### src/rtl/drm_pkg.sv
// shared types and constants for the decimal register machine
package drm_pkg;

	// fixed field widths
	localparam int WORD_W = 10;
	localparam int CNT_W  = 32;
	localparam int REGS   = 10;
	localparam int RIDX_W = $clog2(REGS);
	localparam int KIND_W = 4;
	localparam int OP_W   = 2;

	// decimal constants
	localparam logic [WORD_W-1:0] WORD_MOD = 10'd1000;

	// item opcodes
	localparam logic [OP_W-1:0] OP_LOAD  = 2'd0;
	localparam logic [OP_W-1:0] OP_START = 2'd1;
	localparam logic [OP_W-1:0] OP_EXEC  = 2'd2;

	// instruction types (hundreds digit)
	localparam logic [KIND_W-1:0] K_GOTO  = 4'd0;
	localparam logic [KIND_W-1:0] K_HALT  = 4'd1;
	localparam logic [KIND_W-1:0] K_SET_I = 4'd2;
	localparam logic [KIND_W-1:0] K_ADD_I = 4'd3;
	localparam logic [KIND_W-1:0] K_MUL_I = 4'd4;
	localparam logic [KIND_W-1:0] K_SET_R = 4'd5;
	localparam logic [KIND_W-1:0] K_ADD_R = 4'd6;
	localparam logic [KIND_W-1:0] K_MUL_R = 4'd7;
	localparam logic [KIND_W-1:0] K_LOAD  = 4'd8;
	localparam logic [KIND_W-1:0] K_STORE = 4'd9;

	// controller to datapath commands
	typedef struct packed {
		logic latch_in;
		logic clear_step;
		logic load_write;
		logic start;
		logic fetch;
		logic dec1;
		logic dec2;
		logic dec3;
		logic rf_read;
		logic jump;
		logic halt;
		logic store;
		logic mem_read_op;
		logic arith;
		logic mul;
		logic mem_take;
		logic mul1;
		logic mul2;
		logic wb;
		logic out_load;
	} cmd_t;

	// datapath to controller status
	typedef struct packed {
		logic              clear_last;
		logic              running;
		logic [OP_W-1:0]   op;
		logic [KIND_W-1:0] kind;
	} sts_t;

endpackage

### src/rtl/drm_ctrl.sv
// controller state machine for the decimal register machine
module drm_ctrl import drm_pkg::*; (
	input  logic clk,
	input  logic arst_n,
	input  logic item_valid,
	output logic item_ready,
	output logic result_valid,
	input  logic result_ready,
	input  sts_t sts,
	output cmd_t cmd
);

	typedef enum logic [3:0] {
		S_CLEAR, S_IDLE, S_DISPATCH, S_LOADW, S_START, S_FETCH, S_DEC1, S_DEC2,
		S_DEC3, S_RDREG, S_EXEC, S_MEMRD, S_MUL1, S_MUL2, S_WB, S_RESP
	} state_t;

	state_t state_q;
	logic   result_valid_q;

	assign item_ready   = (state_q == S_IDLE);
	assign result_valid = result_valid_q;

	// command decode
	always_comb begin
		cmd = '0;
		unique case (state_q)
			S_CLEAR:    cmd.clear_step = 1'b1;
			S_IDLE:     cmd.latch_in   = item_valid;
			S_DISPATCH: ;
			S_LOADW:    cmd.load_write = 1'b1;
			S_START:    cmd.start      = 1'b1;
			S_FETCH:    cmd.fetch      = 1'b1;
			S_DEC1:     cmd.dec1       = 1'b1;
			S_DEC2:     cmd.dec2       = 1'b1;
			S_DEC3:     cmd.dec3       = 1'b1;
			S_RDREG:    cmd.rf_read    = 1'b1;
			S_EXEC: begin
				unique case (sts.kind)
					K_GOTO:                            cmd.jump        = 1'b1;
					K_HALT:                            cmd.halt        = 1'b1;
					K_SET_I, K_ADD_I, K_SET_R, K_ADD_R: cmd.arith       = 1'b1;
					K_MUL_I, K_MUL_R:                  cmd.mul         = 1'b1;
					K_LOAD:                            cmd.mem_read_op = 1'b1;
					K_STORE:                           cmd.store       = 1'b1;
					default: ;
				endcase
			end
			S_MEMRD:    cmd.mem_take   = 1'b1;
			S_MUL1:     cmd.mul1       = 1'b1;
			S_MUL2:     cmd.mul2       = 1'b1;
			S_WB:       cmd.wb         = 1'b1;
			S_RESP:     cmd.out_load   = !result_valid_q || result_ready;
			default: ;
		endcase
	end

	// state and result valid
	always_ff @(posedge clk or negedge arst_n) begin
		if (!arst_n) begin
			state_q        <= S_CLEAR;
			result_valid_q <= 1'b0;
		end else begin
			if (result_ready && !cmd.out_load) result_valid_q <= 1'b0;
			unique case (state_q)
				S_CLEAR: if (sts.clear_last) state_q <= S_IDLE;
				S_IDLE:  if (item_valid) state_q <= S_DISPATCH;
				S_DISPATCH: begin
					unique case (sts.op)
						OP_LOAD:  state_q <= S_LOADW;
						OP_START: state_q <= S_START;
						OP_EXEC:  state_q <= sts.running ? S_FETCH : S_RESP;
						default:  state_q <= S_RESP;
					endcase
				end
				S_LOADW: state_q <= S_RESP;
				S_START: state_q <= S_RESP;
				S_FETCH: state_q <= S_DEC1;
				S_DEC1:  state_q <= S_DEC2;
				S_DEC2:  state_q <= S_DEC3;
				S_DEC3:  state_q <= S_RDREG;
				S_RDREG: state_q <= S_EXEC;
				S_EXEC: begin
					unique case (sts.kind)
						K_SET_I, K_ADD_I, K_SET_R, K_ADD_R: state_q <= S_WB;
						K_MUL_I, K_MUL_R:                  state_q <= S_MUL1;
						K_LOAD:                            state_q <= S_MEMRD;
						default:                           state_q <= S_RESP;
					endcase
				end
				S_MEMRD: state_q <= S_WB;
				S_MUL1:  state_q <= S_MUL2;
				S_MUL2:  state_q <= S_WB;
				S_WB:    state_q <= S_RESP;
				S_RESP: begin
					if (cmd.out_load) begin
						result_valid_q <= 1'b1;
						state_q        <= S_IDLE;
					end
				end
				default: state_q <= S_IDLE;
			endcase
		end
	end

	// an accepted beat always goes to dispatch
	a_accept_dispatch: assert property (@(posedge clk) disable iff (!arst_n)
		(item_valid && item_ready) |=> (state_q == S_DISPATCH))
		else $error("accepted beat did not reach dispatch");

	// loading the result register raises result valid
	a_load_valid: assert property (@(posedge clk) disable iff (!arst_n)
		cmd.out_load |=> result_valid_q)
		else $error("result loaded without valid");

endmodule

### config.mk
export PLATFORM = sky130hd
export DESIGN_NAME = drm_ctrl
export DESIGN_NICKNAME = d
export VERILOG_FILES = /design/src/rtl/drm_pkg.sv /design/src/rtl/drm_ctrl.sv
export SDC_FILE = /design/constraint.sdc
export NUM_CORES = 1
export LEC_CHECK = 0
export ABC_AREA = 1
export BUFFER_PORTS_ARGS = -buffer_cell sky130_fd_sc_hd__buf_2
export CAP_MARGIN = 25
export CORE_AREA = 3 3 44 46
export CTS_CLUSTER_DIAMETER = 50
export CTS_CLUSTER_SIZE = 28
export DETAILED_ROUTE_END_ITERATION = 8
export DIE_AREA = 0 0 47 49
export PLACE_DENSITY = 0.67
export SYNTH_ARGS = -nofsm -noshare
export SYNTH_HDL_FRONTEND = slang
export SYNTH_SLANG_ARGS = --single-unit
### constraint.sdc
create_clock -name clk -period 1.5 [get_ports clk]
set_input_delay 0.075 -clock clk [delete_from_list [all_inputs] [get_ports clk]]
set_output_delay 0.075 -clock clk [all_outputs]
set_load 0.05 [all_outputs]
* After elaboration in Yosys (flattened, before gate mapping)
Cells that the tools add are included. W data, S select, Z words.
Word-level totals: register bits 5, input port bits 12, word-level logic and storage cells 74
Cells by class: equality and inequality tests 29, muxes and demuxes 31, reduce and logical (&&, ||, !) cells 12
Operator list (count):
- $pmux W4 S13 | 1
- $eq A4 B4 Y1 const B | 10
- $eq A4 B3 Y1 const B | 8
- $mux W1 | 23
- $eq A4 B2 Y1 const B | 4
- $mux W4 | 4
- $pmux W4 S3 | 1
- $pmux W3 S3 | 1
- $eq A4 B1 Y1 const B | 2
- $logic_not A4 Y1 | 2
- $mux W6 | 1
- $ne A2 B2 Y1 const B | 3
- $reduce_or A2 Y1 | 2
- $reduce_or A4 Y1 | 1
- $reduce_and A3 Y1 | 1
- $reduce_or A3 Y1 | 1
- $eq A2 B1 Y1 const B | 1
- $eq A2 B2 Y1 const B | 1
- $logic_not A1 Y1 | 2
- $logic_not A2 Y1 | 1
- $logic_and A1 B1 Y1 | 1
- $logic_or A1 B1 Y1 | 1

* Logic depth before layout (Yosys ltp)
depth after elaboration 8, depth in mapped cells 9, mapped depth without buffers 9

* Worst setup path before layout
No wires, ideal clock.
path kind reg2out, from register state_q[0], to output port cmd[10] in the netlist's numbering, arrival 1838 ps, required time 1425 ps, path slack -413 ps, stages on the path, launching flop included 6, buffers on the path 0, path through dfrtp_1 inv_2 nand2_1 nor2_2 inv_1 nor3_1
RTL lines:
- start: declaration | RTL line drm_ctrl.sv:18 | state_t state_q;
- start signal: assignment | RTL line drm_ctrl.sv:72 | OP_EXEC: state_q <= sts.running ? S_FETCH : S_RESP;
- end: declaration | RTL line drm_ctrl.sv:10 | output cmd_t cmd

==> run_results.csv <==
group,metric,value,unit
setup_path,critical-path-top-delay-family,"flip-flops",
yosys,synthesis.nets,131,
route,vias_per_cell,4.846,
global_routing,grt_usage,15.98,%
yosys,yosys_warnings,0,
timing,min_period,1.508,ns
place,dpl.hpwl,1427,µm
hold_path,min_to,"result_valid",
place,dpl_cell_area,784.5,µm²
yosys,ys.flop_type,"dfrtp_1",
layout,utilization,60.06,%
hold_path,hold_depth,2,
setup_path,slowest_stage,"dfrtp_1",
yosys,postSynthAreaPerCell,4.994,µm²
flow_run,maxCapViolations,0,
yosys,yosysTopAreaCellShare,25.89,%
power_and_ir_drop,p_sw,1181,µW
setup_path,start_kind,"register",
power_and_ir_drop,pwr_density_cell,2053,nW/µm²
timing,timing.hold.ws,0.02444,ns
setup_path,reg2reg_slack,0.20,ns
clock_tree,clk_latency,0.25,ns
setup_path,timing.critical_path.arrival,1.43,ns
setup_path,setup.worst_path.end_class,"primary output",
yosys,yosys-top-cells-area,"nand2_1, dfrtp_1, inv_1",
setup_path,critPathMaxFanout,4,
clock_tree,clock-root-buffer,"clkbuf_4",
setup_path,cpMostUsedCell,"inv_2",
setup_path,criticalPathCategory,"reg2out",
timing,tns,-0.009427,ns
floorplanning,die_area,2303,µm²
yosys,syn_area,594.3,µm²
route,wl_met3,153,µm
clock_tree,clock_sinks,5,
route,drtIter0Drc,44,
layout,final_area,925.9,µm²
yosys,async_flop_share,100.0,%
route,top_layer_used,"met4",
global_routing,first_global_vias,716,
yosys,synth_enable_flop_cells,0,
hold_path,hp-class,"in2reg",
setup_path,crit_required,1.42,ns
setup_path,crit_chain,"inv_2 > nand2_2 > nor2_4 > inv_2 > nor3_2 > buf_6",
global_routing,grt_first_pass_wirelength,2849,µm
route,drtAntennaViolNets,0,
setup_path,rr_endpoint,"state_q[1]",
timing,fin_worst_skew,0.007384,ns
layout,area_delta_synth_final,55.79,%
setup_path,critical_path.max_stage_delay,0.43,ns
timing,hold_viol,0,
timing,worst_pin_slew,0.2335,ns
floorplanning,core_area,1541,µm²
timing,rsz0062_at_grt,"true",
floorplanning,die-width,47,µm
setup_path,cp_num_buf_inv,3,
yosys,postSynthRegisterBits,5,
power_and_ir_drop,share_comb_of_total_power,75.5,%
yosys,ys_types,13,
power_and_ir_drop,power.internal,720.5,µW
timing,fmax,0.6629,GHz
power_and_ir_drop,pwr-share-clk,8.3,%
timing,min_period_over_period,100.6,%
power_and_ir_drop,seqPwrFrac,16.3,%
route,wl_per_cell,10.81,µm
timing,timing.slew.headroom,84.32,%
setup_path,r2r_start,"state_q[0]",
floorplanning,io_pins,34,
global_routing,antenna_found_initial,0,
clock_tree,clk_pin_slew,0.05,ns
floorplanning,row_count,14,
floorplanning,start_util,38.56,%
layout,drive_above_1_share,37.11,%
clock_tree,htree_levels,1,
layout,final_nets,172,
place,place.gp.congestion,0.8509,
yosys,yosys.area.top_type,"nand2_1",
yosys,yosysMostFrequentCell,"nand2_1",
timing,worst_slack,-0.008449,ns
power_and_ir_drop,p_sw_share,62.10,%
clock_tree,cts-buffers-inserted,3,
place,io_buffers,33,
global_routing,grt_max_degree,7,
clock_tree,cts_max_path_buffers,2,
outcome,status,"finished, violations left",
outcome,violations,"setup timing",
route,met2WireLength,909,µm
power_and_ir_drop,leakagePower,0.0006344,µW
route,via_count,848,
global_routing,grt-ovfl-total,0,
route,routedLengthMet1,789,µm
layout,diodes,0,
yosys,synth_commonest_cells,"nand2_1, inv_1, nor2_1",
setup_path,ff2ff_path_depth,8,
route,drc,0,
timing,slew_violations,0,
hold_path,hp-start,"result_ready",
clock_tree,cts_tree,"built",
power_and_ir_drop,vdd_drop_max,1.148,mV
yosys,synth_cells,119,
yosys,seq_area_frac_synth,21.05,%
timing,setup_violations,2,
power_and_ir_drop,finalPower,1901,µW
route,firstDrtPassIters,4,
route,routed_wl,1892,µm
floorplanning,fp.dieH,49,µm
## worst max-delay path by stage
stage / startpoint / endpoint / slack (ns) / depth (start not counted)
6_report: state_q[0] / cmd[10] / -0.008 / 6
5_1_grt: state_q[0] / cmd[10] / -0.11 / 6
4_1_cts: state_q[0] / cmd[10] / 0.009 / 6
3_5_place_dp: state_q[2] / cmd[7] / 0.14 / 6
3_3_place_gp: state_q[0] / cmd[9] / 0.18 / 6
2_1_floorplan: state_q[0] / cmd[10] / -0.41 / 5
## power by group through the flow
| stage | clock [µW] | combinational, µW | sequential, µW |
|---|---|---|---|
| floorplan | 0 | 1020 | 308 |
| global placement | 0 | 1320 | 283 |
| detailed placement | 0 | 1320 | 285 |
| CTS | 160 | 1360 | 292 |
| global route | 169 | 1590 | 320 |
| finish | 157 | 1430 | 309 |
## layout by cell type (no fill, tap or decap)
cell           synthesis  routed
nor2_4                 0       1
buf_6                  0       6
nand2_1               41      39
nand3_2                0       1
nor3_2                 0       2
inv_2                  2       4
a21oi_2                0       1
clkbuf_1               0       1
nand2_2                1       3
dfrtp_1                5       4
o21ai_0                5       5
clkbuf_4               0       8
or2_2                  1       1
dlygate4sd3_1          0       1
nor2_2                 3       7
nand3_1                8       7
a21oi_1                4       3
inv_1                 26      24
nor3_1                 4       2
nor2_1                18      13
buf_2                  0      21
nand4_1                1       1
buf_4                  0       3
dfrtp_2                0       1
## per-layer routing
layer	track usage [%]	vias to the layer above
li1	-	435
met1	23.39	358
met2	23.98	49
met3	1.107	6
met4	5.530	0
met5	0	-
## logic make-up after synthesis
| kind of cell | count (synthesis) | synth area share, % |
|---|---|---|
| AOI/OAI and AO/OA | 9 | 7.578 |
| buffers and inverters | 28 | 17.68 |
| DFF | 5 | 21.05 |
| and+or+nand+nor | 77 | 53.69 |
## final cells by class
class                   count  area, µm²
repair buffers             36      242.7
inverters                  28      105.1
fillers                   137      615.6
clock buffers               4      26.28
flip-flops and latches      5      126.4
well taps                  16      20.02
multi-input cells          86      405.4
## timing repair
action	in CTS	in global routing
setup endpoints to repair	7	14
setup buffers	1	1
hold buffers	1	0
endpoints found under the hold margin	5	0
resized for setup	10	22
pin swaps	1	1
## per-stage QoR
step                      cells  worst slack, ns
after floorplan             119          -0.4132
after global placement      168           0.1827
after detailed placement    168           0.1403
after CTS                   174         0.009180
after global routing        175          -0.1097
final                       175        -0.008449
## sequential cells by signal, summed over array words and instances, names as in the netlist
signal        cells
result_valid      1
state_q           4
(Power assumes the default switching activity.)
